==> src/design/top_k_score_keeper_core_assert.svh <==
// Assertion macros shared by the top-k score keeper modules.
// Expects clk_i and rst_ni in the scope where a macro is used.
`ifndef TOP_K_SCORE_KEEPER_CORE_ASSERT_SVH
`define TOP_K_SCORE_KEEPER_CORE_ASSERT_SVH

// Property checked on every rising clock edge outside reset.
`define TKSK_ASSERT(label, prop, msg) \
  label: assert property (@(posedge clk_i) disable iff (!rst_ni) prop) \
    else $error(msg);

// Condition that must never hold outside reset.
`define TKSK_ASSERT_NEVER(label, cond, msg) \
  label: assert property (@(posedge clk_i) disable iff (!rst_ni) !(cond)) \
    else $error(msg);

`endif

==> src/design/tksk_pkg.sv <==
// Package of the top-k score keeper: sizes, word types and the queue item.
// Used by the channel interfaces and by every module of the block.
package tksk_pkg;

  localparam int unsigned MAX_K       = 16;
  localparam int unsigned SCORE_BITS  = 32;
  localparam int unsigned ID_BITS     = 16;
  localparam int unsigned K_BITS      = 5;
  localparam int unsigned IDX_BITS    = (MAX_K > 1) ? $clog2(MAX_K) : 1;
  localparam int unsigned CNT_BITS    = $clog2(MAX_K + 1);
  localparam int unsigned KW_BITS     = (K_BITS > CNT_BITS) ? K_BITS : CNT_BITS;
  localparam int unsigned QUEUE_DEPTH = 2;
  localparam int unsigned QPTR_BITS   = (QUEUE_DEPTH > 1) ? $clog2(QUEUE_DEPTH) : 1;
  localparam int unsigned QCNT_BITS   = $clog2(QUEUE_DEPTH + 1);
  localparam logic [K_BITS-1:0] K_RESET = K_BITS'(16);

  typedef logic signed [SCORE_BITS-1:0] score_t;
  typedef logic [ID_BITS-1:0]           id_t;
  typedef logic [K_BITS-1:0]            k_t;
  typedef logic [CNT_BITS-1:0]          cnt_t;
  typedef logic [IDX_BITS-1:0]          idx_t;

  // Offer as classified by the front: keep is set for a positive score.
  typedef struct packed {
    score_t score;
    id_t    id;
    logic   eoq;
    logic   keep;
  } offer_t;

  typedef struct packed {
    score_t threshold;
    id_t    entry_id;
    score_t entry_score;
    logic   entry_valid;
    logic   last;
  } result_t;

endpackage

==> src/design/tksk_if.sv <==
// Valid/ready channel interfaces of the top-k score keeper.
// Depends on tksk_pkg for the word types.
interface tksk_offer_if;
  import tksk_pkg::*;

  logic   valid;
  logic   ready;
  score_t offer_score;
  id_t    offer_id;
  logic   end_of_query;

  modport source (output valid, offer_score, offer_id, end_of_query, input ready);
  modport sink   (input valid, offer_score, offer_id, end_of_query, output ready);
endinterface

interface tksk_result_if;
  import tksk_pkg::*;

  logic   valid;
  logic   ready;
  score_t threshold;
  id_t    entry_id;
  score_t entry_score;
  logic   entry_valid;
  logic   last;

  modport source (output valid, threshold, entry_id, entry_score, entry_valid, last,
                  input ready);
  modport sink   (input valid, threshold, entry_id, entry_score, entry_valid, last,
                  output ready);
endinterface

==> src/design/tksk_front.sv <==
// Front of the top-k score keeper: accepts offer words, classifies them
// and holds them in a short queue for the list engine. Uses tksk_pkg, tksk_if.
`include "top_k_score_keeper_core_assert.svh"

module tksk_front (
  input  logic             clk_i,
  input  logic             rst_ni,
  tksk_offer_if.sink       offer_i,
  output tksk_pkg::offer_t item_o,
  output logic             item_valid_o,
  input  logic             item_pop_i
);
  import tksk_pkg::*;

  offer_t               mem_q [QUEUE_DEPTH];
  logic [QPTR_BITS-1:0] wr_ptr_q, wr_ptr_d;
  logic [QPTR_BITS-1:0] rd_ptr_q, rd_ptr_d;
  logic [QCNT_BITS-1:0] cnt_q, cnt_d;
  logic                 accept;
  offer_t               incoming;

  assign offer_i.ready = (cnt_q != QCNT_BITS'(QUEUE_DEPTH));
  assign accept        = offer_i.valid && offer_i.ready;

  // Classify: only a strictly positive score can enter the list.
  always_comb begin
    incoming.score = offer_i.offer_score;
    incoming.id    = offer_i.offer_id;
    incoming.eoq   = offer_i.end_of_query;
    incoming.keep  = !offer_i.offer_score[SCORE_BITS-1] && (offer_i.offer_score != '0);
  end

  always_comb begin
    wr_ptr_d = wr_ptr_q;
    rd_ptr_d = rd_ptr_q;
    cnt_d    = cnt_q;
    if (accept) begin
      wr_ptr_d = (wr_ptr_q == QPTR_BITS'(QUEUE_DEPTH - 1)) ? '0 : wr_ptr_q + 1'b1;
    end
    if (item_pop_i) begin
      rd_ptr_d = (rd_ptr_q == QPTR_BITS'(QUEUE_DEPTH - 1)) ? '0 : rd_ptr_q + 1'b1;
    end
    if (accept && !item_pop_i) begin
      cnt_d = cnt_q + 1'b1;
    end else if (!accept && item_pop_i) begin
      cnt_d = cnt_q - 1'b1;
    end
  end

  always_ff @(posedge clk_i or negedge rst_ni) begin
    if (!rst_ni) begin
      wr_ptr_q <= '0;
      rd_ptr_q <= '0;
      cnt_q    <= '0;
    end else begin
      wr_ptr_q <= wr_ptr_d;
      rd_ptr_q <= rd_ptr_d;
      cnt_q    <= cnt_d;
    end
  end

  always_ff @(posedge clk_i) begin
    if (accept) begin
      mem_q[wr_ptr_q] <= incoming;
    end
  end

  assign item_o       = mem_q[rd_ptr_q];
  assign item_valid_o = (cnt_q != '0);

  `TKSK_ASSERT_NEVER(a_pop_empty, item_pop_i && (cnt_q == '0), "queue popped while empty")
  `TKSK_ASSERT(a_fill_grows, (accept && !item_pop_i) |=> (cnt_q == $past(cnt_q) + 1'b1), "queue count lost a word")

endmodule

==> src/design/tksk_back.sv <==
// List engine of the top-k score keeper: sorted shift list, threshold and
// result output register. Uses tksk_pkg and tksk_result_if.
`include "top_k_score_keeper_core_assert.svh"

module tksk_back (
  input  logic             clk_i,
  input  logic             rst_ni,
  input  logic             cfg_we_i,
  input  tksk_pkg::k_t     cfg_wdata_i,
  input  tksk_pkg::offer_t item_i,
  input  logic             item_valid_i,
  output logic             item_pop_o,
  tksk_result_if.source    result_o
);
  import tksk_pkg::*;

  localparam logic [1:0] ST_IDLE = 2'd0;
  localparam logic [1:0] ST_THR  = 2'd1;
  localparam logic [1:0] ST_LIST = 2'd2;

  logic [1:0]  state_q, state_d;
  k_t          k_q;
  cnt_t        cnt_q, cnt_d;
  cnt_t        rem_q, rem_d;
  logic        eoq_q, eoq_d;
  logic        res_valid_q, res_valid_d;
  result_t     res_q, res_d;
  score_t      kth_q, kth_d;
  score_t      score_q [MAX_K];
  id_t         id_q    [MAX_K];
  score_t      src_s   [MAX_K];
  id_t         src_id  [MAX_K];

  logic [KW_BITS-1:0] k_wide;
  cnt_t        keff;
  idx_t        keff_idx;
  cnt_t        cnt_eff;
  logic [MAX_K-1:0] ge;
  logic        room;
  logic        do_ins;
  logic        out_free;
  logic        res_load;
  logic        list_shift;
  score_t      thr;

  // Clamp k to 1..MAX_K.
  assign k_wide   = KW_BITS'(k_q);
  always_comb begin
    priority if (k_wide == '0) begin
      keff = CNT_BITS'(1);
    end else if (k_wide > KW_BITS'(MAX_K)) begin
      keff = CNT_BITS'(MAX_K);
    end else begin
      keff = CNT_BITS'(k_wide);
    end
  end
  assign keff_idx = IDX_BITS'(keff - 1'b1);
  assign cnt_eff  = (cnt_q > keff) ? keff : cnt_q;

  // ge marks held entries that stay ahead of the offer; it is a prefix.
  always_comb begin
    for (int i = 0; i < MAX_K; i++) begin
      ge[i] = (CNT_BITS'(i) < cnt_eff) && ($signed(score_q[i]) >= $signed(item_i.score));
    end
  end

  for (genvar gi = 0; gi < MAX_K; gi++) begin : g_src
    if (gi == 0) begin : g_head
      assign src_s[gi]  = item_i.score;
      assign src_id[gi] = item_i.id;
    end else begin : g_body
      assign src_s[gi]  = ge[gi-1] ? item_i.score : score_q[gi-1];
      assign src_id[gi] = ge[gi-1] ? item_i.id    : id_q[gi-1];
    end
  end

  assign room       = (cnt_eff < keff);
  assign do_ins     = item_i.keep && (room || !ge[keff_idx]);
  assign item_pop_o = (state_q == ST_IDLE) && item_valid_i;
  assign out_free   = !res_valid_q || result_o.ready;
  assign thr        = (cnt_q >= keff) ? score_q[keff_idx] : '0;
  assign list_shift = (state_q == ST_LIST) && out_free;

  always_comb begin
    state_d  = state_q;
    cnt_d    = cnt_q;
    rem_d    = rem_q;
    eoq_d    = eoq_q;
    kth_d    = kth_q;
    res_d    = res_q;
    res_load = 1'b0;
    unique case (state_q)
      ST_IDLE: begin
        if (item_valid_i) begin
          cnt_d   = (do_ins && room) ? cnt_eff + 1'b1 : cnt_eff;
          eoq_d   = item_i.eoq;
          state_d = ST_THR;
        end
      end
      ST_THR: begin
        if (!eoq_q || (cnt_q == '0)) begin
          // One word carries only the threshold.
          if (out_free) begin
            res_load          = 1'b1;
            res_d.threshold   = thr;
            res_d.entry_id    = '0;
            res_d.entry_score = '0;
            res_d.entry_valid = 1'b0;
            res_d.last        = 1'b1;
            if (eoq_q) begin
              cnt_d = '0;
            end
            state_d = ST_IDLE;
          end
        end else begin
          kth_d   = thr;
          rem_d   = cnt_q;
          state_d = ST_LIST;
        end
      end
      ST_LIST: begin
        if (out_free) begin
          res_load          = 1'b1;
          res_d.threshold   = kth_q;
          res_d.entry_id    = id_q[0];
          res_d.entry_score = score_q[0];
          res_d.entry_valid = 1'b1;
          res_d.last        = (rem_q == CNT_BITS'(1));
          rem_d             = rem_q - 1'b1;
          if (rem_q == CNT_BITS'(1)) begin
            cnt_d   = '0;
            state_d = ST_IDLE;
          end
        end
      end
      default: begin
        state_d = ST_IDLE;
      end
    endcase
  end

  assign res_valid_d = res_load ? 1'b1 : (result_o.ready ? 1'b0 : res_valid_q);

  always_ff @(posedge clk_i or negedge rst_ni) begin
    if (!rst_ni) begin
      state_q     <= ST_IDLE;
      k_q         <= K_RESET;
      cnt_q       <= '0;
      rem_q       <= '0;
      eoq_q       <= 1'b0;
      res_valid_q <= 1'b0;
    end else begin
      state_q     <= state_d;
      cnt_q       <= cnt_d;
      rem_q       <= rem_d;
      eoq_q       <= eoq_d;
      res_valid_q <= res_valid_d;
      if (cfg_we_i) begin
        k_q <= cfg_wdata_i;
      end
    end
  end

  always_ff @(posedge clk_i) begin
    res_q <= res_d;
    kth_q <= kth_d;
  end

  // Insert shifts the tail down one slot; listing shifts the head out.
  always_ff @(posedge clk_i) begin
    for (int i = 0; i < MAX_K; i++) begin
      if (item_pop_o && do_ins && !ge[i]) begin
        score_q[i] <= src_s[i];
        id_q[i]    <= src_id[i];
      end else if (list_shift && (i < MAX_K - 1)) begin
        score_q[i] <= score_q[(i + 1) % MAX_K];
        id_q[i]    <= id_q[(i + 1) % MAX_K];
      end
    end
  end

  assign result_o.valid       = res_valid_q;
  assign result_o.threshold   = res_q.threshold;
  assign result_o.entry_id    = res_q.entry_id;
  assign result_o.entry_score = res_q.entry_score;
  assign result_o.entry_valid = res_q.entry_valid;
  assign result_o.last        = res_q.last;

  `TKSK_ASSERT_NEVER(a_cnt_range, cnt_q > CNT_BITS'(MAX_K), "held count above capacity")
  `TKSK_ASSERT_NEVER(a_list_rem, (state_q == ST_LIST) && (rem_q == '0), "listing with nothing left")
  `TKSK_ASSERT(a_list_end, (list_shift && (rem_q == CNT_BITS'(1))) |=> ((state_q == ST_IDLE) && (cnt_q == '0)), "list not cleared after final entry")

endmodule

==> src/design/top_k_score_keeper_core.sv <==
// Top level of the top-k score keeper core.
// Depends on tksk_pkg, tksk_if, tksk_front and tksk_back.

// Keeps the k best (score, id) offers of one query in a list sorted by
// descending score, ties in arrival order. Every offer returns one word with
// the current threshold (the k-th score once k entries are held, 0 before);
// an offer with end_of_query set and a non-empty list instead returns one
// word per held entry, best first, last set on the final one, and then clears
// the list. Scores are signed Q16.16; a score of zero or below never enters
// the list. k is set through cfg_we_i / cfg_wdata_i (0 acts as 1, values
// above 16 act as 16) and must only change while no offer is in flight.
// In the list engine an offer that yields a single word is an insert, then
// a threshold and output register load that waits while the output is
// stalled; an end-of-query offer is an insert, a threshold capture, then one
// listing step per held entry. The sorted shift list inserts in one step;
// the engine takes the next offer only once the last one is done. A two-word
// queue in front keeps taking offers until full while the engine works or
// the output is stalled, and the output register lets the engine move on
// while a finished word waits to be taken. No clearing pass after reset.
module top_k_score_keeper_core (
  input  logic          clk_i,
  input  logic          rst_ni,
  input  logic          cfg_we_i,
  input  tksk_pkg::k_t  cfg_wdata_i,
  tksk_offer_if.sink    offer_i,
  tksk_result_if.source result_o
);
  import tksk_pkg::*;

  // Queue head between front and engine.
  offer_t item;
  logic   item_valid;
  logic   item_pop;

  // Accept and classify offers, buffer them.
  tksk_front u_front (
    .clk_i        (clk_i),
    .rst_ni       (rst_ni),
    .offer_i      (offer_i),
    .item_o       (item),
    .item_valid_o (item_valid),
    .item_pop_i   (item_pop)
  );

  // Maintain the sorted list and drive result words.
  tksk_back u_back (
    .clk_i        (clk_i),
    .rst_ni       (rst_ni),
    .cfg_we_i     (cfg_we_i),
    .cfg_wdata_i  (cfg_wdata_i),
    .item_i       (item),
    .item_valid_i (item_valid),
    .item_pop_o   (item_pop),
    .result_o     (result_o)
  );

endmodule
==> src/flat_wrapper.sv <==
// flat-port wrapper written by rule: the top's interface ports become plain ports
module top_k_score_keeper_core_flat import tksk_pkg::*;
  (clk_i, rst_ni, cfg_we_i, cfg_wdata_i, offer_i_valid, offer_i_offer_score, offer_i_offer_id, offer_i_end_of_query, offer_i_ready, result_o_valid, result_o_threshold, result_o_entry_id, result_o_entry_score, result_o_entry_valid, result_o_last, result_o_ready);
  tksk_offer_if offer_i_i ();
  tksk_result_if result_o_i ();
  input  logic clk_i;
  input  logic rst_ni;
  input  logic cfg_we_i;
  input  tksk_pkg::k_t cfg_wdata_i;
  input wire logic [$bits(offer_i_i.valid)-1:0] offer_i_valid;
  input wire logic [$bits(offer_i_i.offer_score)-1:0] offer_i_offer_score;
  input wire logic [$bits(offer_i_i.offer_id)-1:0] offer_i_offer_id;
  input wire logic [$bits(offer_i_i.end_of_query)-1:0] offer_i_end_of_query;
  output wire logic [$bits(offer_i_i.ready)-1:0] offer_i_ready;
  output wire logic [$bits(result_o_i.valid)-1:0] result_o_valid;
  output wire logic [$bits(result_o_i.threshold)-1:0] result_o_threshold;
  output wire logic [$bits(result_o_i.entry_id)-1:0] result_o_entry_id;
  output wire logic [$bits(result_o_i.entry_score)-1:0] result_o_entry_score;
  output wire logic [$bits(result_o_i.entry_valid)-1:0] result_o_entry_valid;
  output wire logic [$bits(result_o_i.last)-1:0] result_o_last;
  input wire logic [$bits(result_o_i.ready)-1:0] result_o_ready;
  assign offer_i_i.valid = offer_i_valid;
  assign offer_i_i.offer_score = offer_i_offer_score;
  assign offer_i_i.offer_id = offer_i_offer_id;
  assign offer_i_i.end_of_query = offer_i_end_of_query;
  assign offer_i_ready = offer_i_i.ready;
  assign result_o_valid = result_o_i.valid;
  assign result_o_threshold = result_o_i.threshold;
  assign result_o_entry_id = result_o_i.entry_id;
  assign result_o_entry_score = result_o_i.entry_score;
  assign result_o_entry_valid = result_o_i.entry_valid;
  assign result_o_last = result_o_i.last;
  assign result_o_i.ready = result_o_ready;
  top_k_score_keeper_core u_core (.clk_i(clk_i), .rst_ni(rst_ni), .cfg_we_i(cfg_we_i), .cfg_wdata_i(cfg_wdata_i), .offer_i(offer_i_i), .result_o(result_o_i));
endmodule
==> config.mk <==
export PLATFORM = sky130hd
export DESIGN_NAME = top_k_score_keeper_core_flat
export DESIGN_NICKNAME = d
export VERILOG_FILES = /design/src/design/tksk_pkg.sv /design/src/design/tksk_if.sv /design/src/design/tksk_front.sv /design/src/design/tksk_back.sv /design/src/design/top_k_score_keeper_core.sv /design/src/flat_wrapper.sv
export VERILOG_INCLUDE_DIRS = /design/src /design/src/design
export SDC_FILE = /design/constraint.sdc
export NUM_CORES = 2
export LEC_CHECK = 0
export BUFFER_PORTS_ARGS = -buffer_cell sky130_fd_sc_hd__buf_2
export CORE_MARGIN = 3
export CORE_UTILIZATION = 60
export CTS_CLUSTER_SIZE = 20
export DETAILED_ROUTE_END_ITERATION = 10
export PLACE_DENSITY = 0.77
export SETUP_SLACK_MARGIN = 0.15
export SYNTH_ARGS = -nofsm -noshare
export SYNTH_HDL_FRONTEND = slang
export SYNTH_SLANG_ARGS = --single-unit
==> constraint.sdc <==
create_clock -name clk_i -period 19.9 [get_ports clk_i]
set_clock_uncertainty 0.15 [all_clocks]
set_input_delay 0.995 -clock clk_i [delete_from_list [all_inputs] [get_ports clk_i]]
set_output_delay 0.995 -clock clk_i [all_outputs]
set_load 0.005 [all_outputs]
; Word level (Yosys, flattened, before mapping)
; Memories as Yosys holds them, arrays and structs flattened.
; Index checks and enable logic that the tools add are counted.
[classes]
n_shift = 0
n_reduce_logical = 81
eq_ne = 12
mux = 161
addsub = 7
mul = 0
div_mod_pow = 0
order_cmp = 37
n_bitwise = 31
[ops]
columns = operator, count
row1 = 32-bit 2-to-1 mux, 31
row2 = 32-bit >= comparator, 16
row3 = 16-bit 2-to-1 mux, 30
row4 = 82-bit 2-to-1 mux, 3
row5 = 82-bit one-hot mux with 2 select lines, 1
row6 = 1-bit 2-to-1 mux, 72
row7 = 5-bit 2-to-1 mux, 12
row8 = 1-bit logical AND, 41
row9 = 4-bit by 5-bit less-than comparator with 1-bit output (first input constant), 8
row10 = 32-bit nonzero test, 1
row11 = 1-bit bitwise OR, 30
row12 = 1-bit logical NOT, 22
row13 = 3-bit by 5-bit less-than comparator with 1-bit output (first input constant), 4
row14 = 5-bit one-hot mux with 3 select lines, 1
row15 = 2-bit 2-to-1 mux, 7
row16 = 2-bit inequality test (second input constant), 7
row17 = 5-bit logical NOT, 2
row18 = 1-bit by 5-bit less-than comparator with 1-bit output (first input constant), 2
row19 = 2-bit by 5-bit less-than comparator with 1-bit output (first input constant), 2
row20 = 5-bit one-hot mux with 2 select lines, 1
row21 = 4-bit AND reduction, 2
row22 = 2-bit nonzero test, 4
row23 = 7-bit AND reduction, 1
row24 = 2-bit one-hot mux with 3 select lines, 1
row25 = other kinds (24), 28
[totals]
word_cells = 347
n_memories = 3
ramBits = 868
regBits = 137
mem_bits_ro = 0
latchBits = 0
input_bits = 59
output_inout_bits = 84
[memory_table]
columns = name, depth, word_bits, read_ports, rd_clocked_by_memory_dff, write_ports, line_no
row1 = u_core.u_back.score_q, 16, 32, 17, 0, 16, tksk_back.sv:29  ; score_t score_q [MAX_K];
row2 = u_core.u_back.id_q, 16, 16, 16, 0, 16, tksk_back.sv:30  ; id_t id_q [MAX_K];
row3 = u_core.u_front.mem_q, 2, 50, 1, 0, 1, tksk_front.sv:15  ; offer_t mem_q [QUEUE_DEPTH];

; Longest topological paths before layout
[depth]
ltp_word = 17
mapped_depth = 24
mapped_depth_nobuf = 18

; Cells and area by module
; From an unflattened synthesis, not the netlist that was laid out.
[unflattened]
hier_cells = 5503
area_unflattened_um2 = 67926.4
[by_module_without_submodules]
columns = mod, area_each_um2, cells_each, seq_area_each_um2, instances
row1 = tksk_back, 63798.7, 5318, 26962.1, 1
row2 = tksk_front, 4127.7, 185, 3103.0, 1

; Worst setup path after synthesis
; No wires, ideal clock.
[synth_timing]
path_type = register to register
from = register u_core.u_front.rd_ptr_q
to = memory u_core.u_back.id_q[1][80] in the netlist's numbering, enable pin
period_less_slack_ns = 8.856
stages_incl_launch_ff = 17
required_time_ns = 19.224
arrival_time_ns = 8.181
path_slack_ns = 11.044
path_buffers = 4
setup_time_ns = 0.526
cell_sequence = dfrtp_1 clkbuf_1 buf_1 mux2i_1 clkbuf_1 ha_1 a21oi_1 nand2_1 a221o_1 or3_1 or3_1 nand3_1 o2111ai_2 buf_2 a21oi_1 nor2_1 o31ai_1
[synth_rtl]
columns = element, line_no
row1 = "start, declared", tksk_front.sv:17  ; logic [QPTR_BITS-1:0] rd_ptr_q, rd_ptr_d;
row2 = "start signal, assigned", tksk_front.sv:57  ; rd_ptr_q <= rd_ptr_d;
row3 = "end, declared", tksk_back.sv:30

==> results.sh <==
export IMPL_antenna_found_initial=7
export IMPL_grtUsageMet3=0.06152
export IMPL_grt_pass1_vias=49740
export IMPL_min_path_type="primary input to async pin"
export IMPL_cts_buffers=106
export IMPL_grt_most_used_layer="met2"
export IMPL_ys_ff_latch=1005
export IMPL_grt_pass1_wl_um=292600
export IMPL_synth_common_cells="edfxtp_1 (982), nand2_1 (857), o21ai_0 (563), ha_1 (530), a21oi_1 (451)"
export IMPL_synth_top_area_cell="edfxtp_1"
export IMPL_layout_setup_ws_ns=11.84
export IMPL_synthArstFlopShare=0.02289
export IMPL_cts_sinks=1005
export IMPL_pre_cts_slack_ns=12.16
export IMPL_clk_pin_slew_ns=0.07
export IMPL_drt_vias_per_instance=6.823
export IMPL_start_util=0.6060
export IMPL_area_growth_pct=9.398
export IMPL_crit_arrival_ns=8.29
export IMPL_syn_cell_area_sq_mm=0.06497
export IMPL_ctsHoldBuffers=0
export IMPL_cts_max_level=3
export IMPL_cts_buffer_depth=3
export IMPL_rsz0062_at_grt="no"
export IMPL_met1_usage=0.4321
export IMPL_hold_violations=0
export IMPL_yosys_warnings=0
export IMPL_num_nets_final=6421
export IMPL_drive_above_1_share=0.1820
export IMPL_cp_start_kind="flop"
export IMPL_cts_resized=0
export IMPL_fmax_mhz=124.0
export IMPL_finalCriticalPeriod_ns=8.062
export IMPL_ys_flop_type="edfxtp_1"
export IMPL_final_util=0.6630
export IMPL_reg2reg_from="u_core.u_front.rd_ptr_q$_DFFE_PN0P_"
export IMPL_fin_tns_setup_ns=0
export IMPL_first_iter_violations=5350
export IMPL_post_cts_buffers=0
export IMPL_drt_first_pass_iters=6
export IMPL_wl_um=190400
export IMPL_drtAntennaViolNets=0
export IMPL_die_area_sq_mm=0.1123
export IMPL_grt_util_met2=0.5400
export IMPL_rows=120
export IMPL_grt_ovfl_total=0
export IMPL_maxCapViolations=0
export IMPL_crit_type="flop to flop"
export IMPL_die_w_um=335.1
export IMPL_crit_fanout=37
export IMPL_fin_hold_ws_ns=0.1172
export IMPL_gp_congestion=0.9736
export IMPL_postSynthCellCount=5849
export IMPL_status="finished, final reports clean"
export IMPL_avgSynthCellArea_sq_um=11.11
export IMPL_io_pin_count=143
export IMPL_cts_root_buffer="clkbuf_16"
export IMPL_setup_viol=0
export IMPL_end_kind="flop"
export IMPL_synth_most_common_cell="edfxtp_1"
export IMPL_clock_latency_ns=0.72
export IMPL_yosysSeqAreaShare=0.4628
export IMPL_required_ns=20.13
export IMPL_post_drt_wl_per_cell_um=25.98
export IMPL_synth_area_leaders="edfxtp_1 (45%), ha_1 (10%), mux2_2 (7.2%)"
export IMPL_io_buffers=142
export IMPL_slew_headroom=0.1518
export IMPL_vias=49990
export IMPL_yosys_area_top_type_share=0.4539
export IMPL_finalMaxSlewViolations=0
export IMPL_core_sq_mm=0.1072
export IMPL_synth_edf_count=982
export IMPL_post_route_drc_count=0
export IMPL_syn_nets=6438
export IMPL_crit_start="u_core.u_front.rd_ptr_q$_DFFE_PN0P_"
export IMPL_grt_max_degree=98
export IMPL_max_slew_worst_pin_slew_ns=1.268
export IMPL_synth_cell_types=91
export IMPL_hpwl_um=133600
export IMPL_cts_tree="done"
export IMPL_grt_util_all_layers=0.3360
export IMPL_die_height_um=335.1
export IMPL_finalCritPeriodShare=0.4051
-- flip-flops by register name, indices dropped and copies added (netlist names), 2 cells and up --
register and flops:
u_core.u_back.score_q 512, u_core.u_back.id_q 256, u_core.u_front.mem_q 100, u_core.u_back.kth_q 32, u_core.u_back.result_o.entry_score 32, u_core.u_back.result_o.threshold 32
u_core.u_back.result_o.entry_id 16, u_core.u_back.cnt_q 5, u_core.u_back.k_q 5, u_core.u_back.rem_q 5, u_core.u_back.state_q 2, u_core.u_front.cnt_q 2
-- layout make-up --
class                      count  area, sq um
tap                         1403         1755
timing repair buffer         260         1609
fill                        7980        36130
multi-input combinational   4366        33680
clock buffer                 133         2836
sequential                  1005        30070
antenna                        1        2.502
clock inverter                66        763.2
inverter                      93        361.6
-- path summary, 6_finish.rpt --
check                                                         endpoint  slack, ns  depth (start not counted)
min in group clk_i               u_core.u_front.mem_q[1][14]$_DFFE_PP_       0.32                          1
worst min register to register    u_core.u_back.id_q[1][104]$_DFFE_PP_       0.38                          1
worst max register to register  u_core.u_back.score_q[12][8]$_DFFE_PP_      11.84                         15
worst min-delay path                u_core.u_back.rem_q[4]$_DFFE_PN0P_       0.12                          1
max in group asynchronous          u_core.u_front.rd_ptr_q$_DFFE_PN0P_      19.07                          1
worst max-delay path            u_core.u_back.score_q[12][8]$_DFFE_PP_      11.84                         15
-- stage by stage --
step / instance area (sq um) / std cells
final: 71080 / 7327
after global routing: 71070 / 7326
after CTS: 71070 / 7326
after detailed placement: 67470 / 7127
after global placement: 67470 / 7127
after floorplan: 64970 / 5849
-- cells by family (layout without fill, tap and decap cells) --
family | after synthesis | after routing | share of synthesized area
buffers and inverters | 478 | 552 | 0.03251
multiplexers | 893 | 893 | 0.1748
AND/OR/NAND/NOR | 1579 | 1579 | 0.1057
other | 0 | 1 | 0
flip-flops | 1005 | 1005 | 0.4628
AO/OA/AOI/OAI | 1352 | 1352 | 0.1206
adder cells (fa/ha/maj) | 530 | 530 | 0.1021
XOR/XNOR | 12 | 12 | 0.001618
-- routing by layer --
layer  share of wire  routed length, um
met1            0.38              71800
met2            0.47              89470
met5               0                  0
met3           0.091              17360
met4           0.062              11730
-- worst max-delay path, stage by stage (launching register included) --
cell and delay (ns):
dfrtp_4 0.89, buf_4 0.77, mux2i_4 0.34, buf_4 0.37
ha_1 0.27, nand4_1 0.24, nor4_1 1.06, o31ai_1 0.45
o2111a_1 0.31, o21ai_0 0.37, o311a_1 0.24, o21a_2 0.36
a21oi_1 0.18, nor2_4 0.86, o31ai_4 0.32, buf_4 0.42
-- layout by cell type, fill, tap and decap left out, types with 128 or more instances in the layout --
cell type and n:
a21oi_1 449, mux4_2 128, mux2_2 414, nor2_1 318, buf_2 142, ha_1 529
o21ai_0 553, nand2_1 854, mux2_1 234, edfxtp_1 982
Power is left out: the tool's default activity adds up to more than one toggle a clock period on the data nets, which glitch-free logic cannot reach.
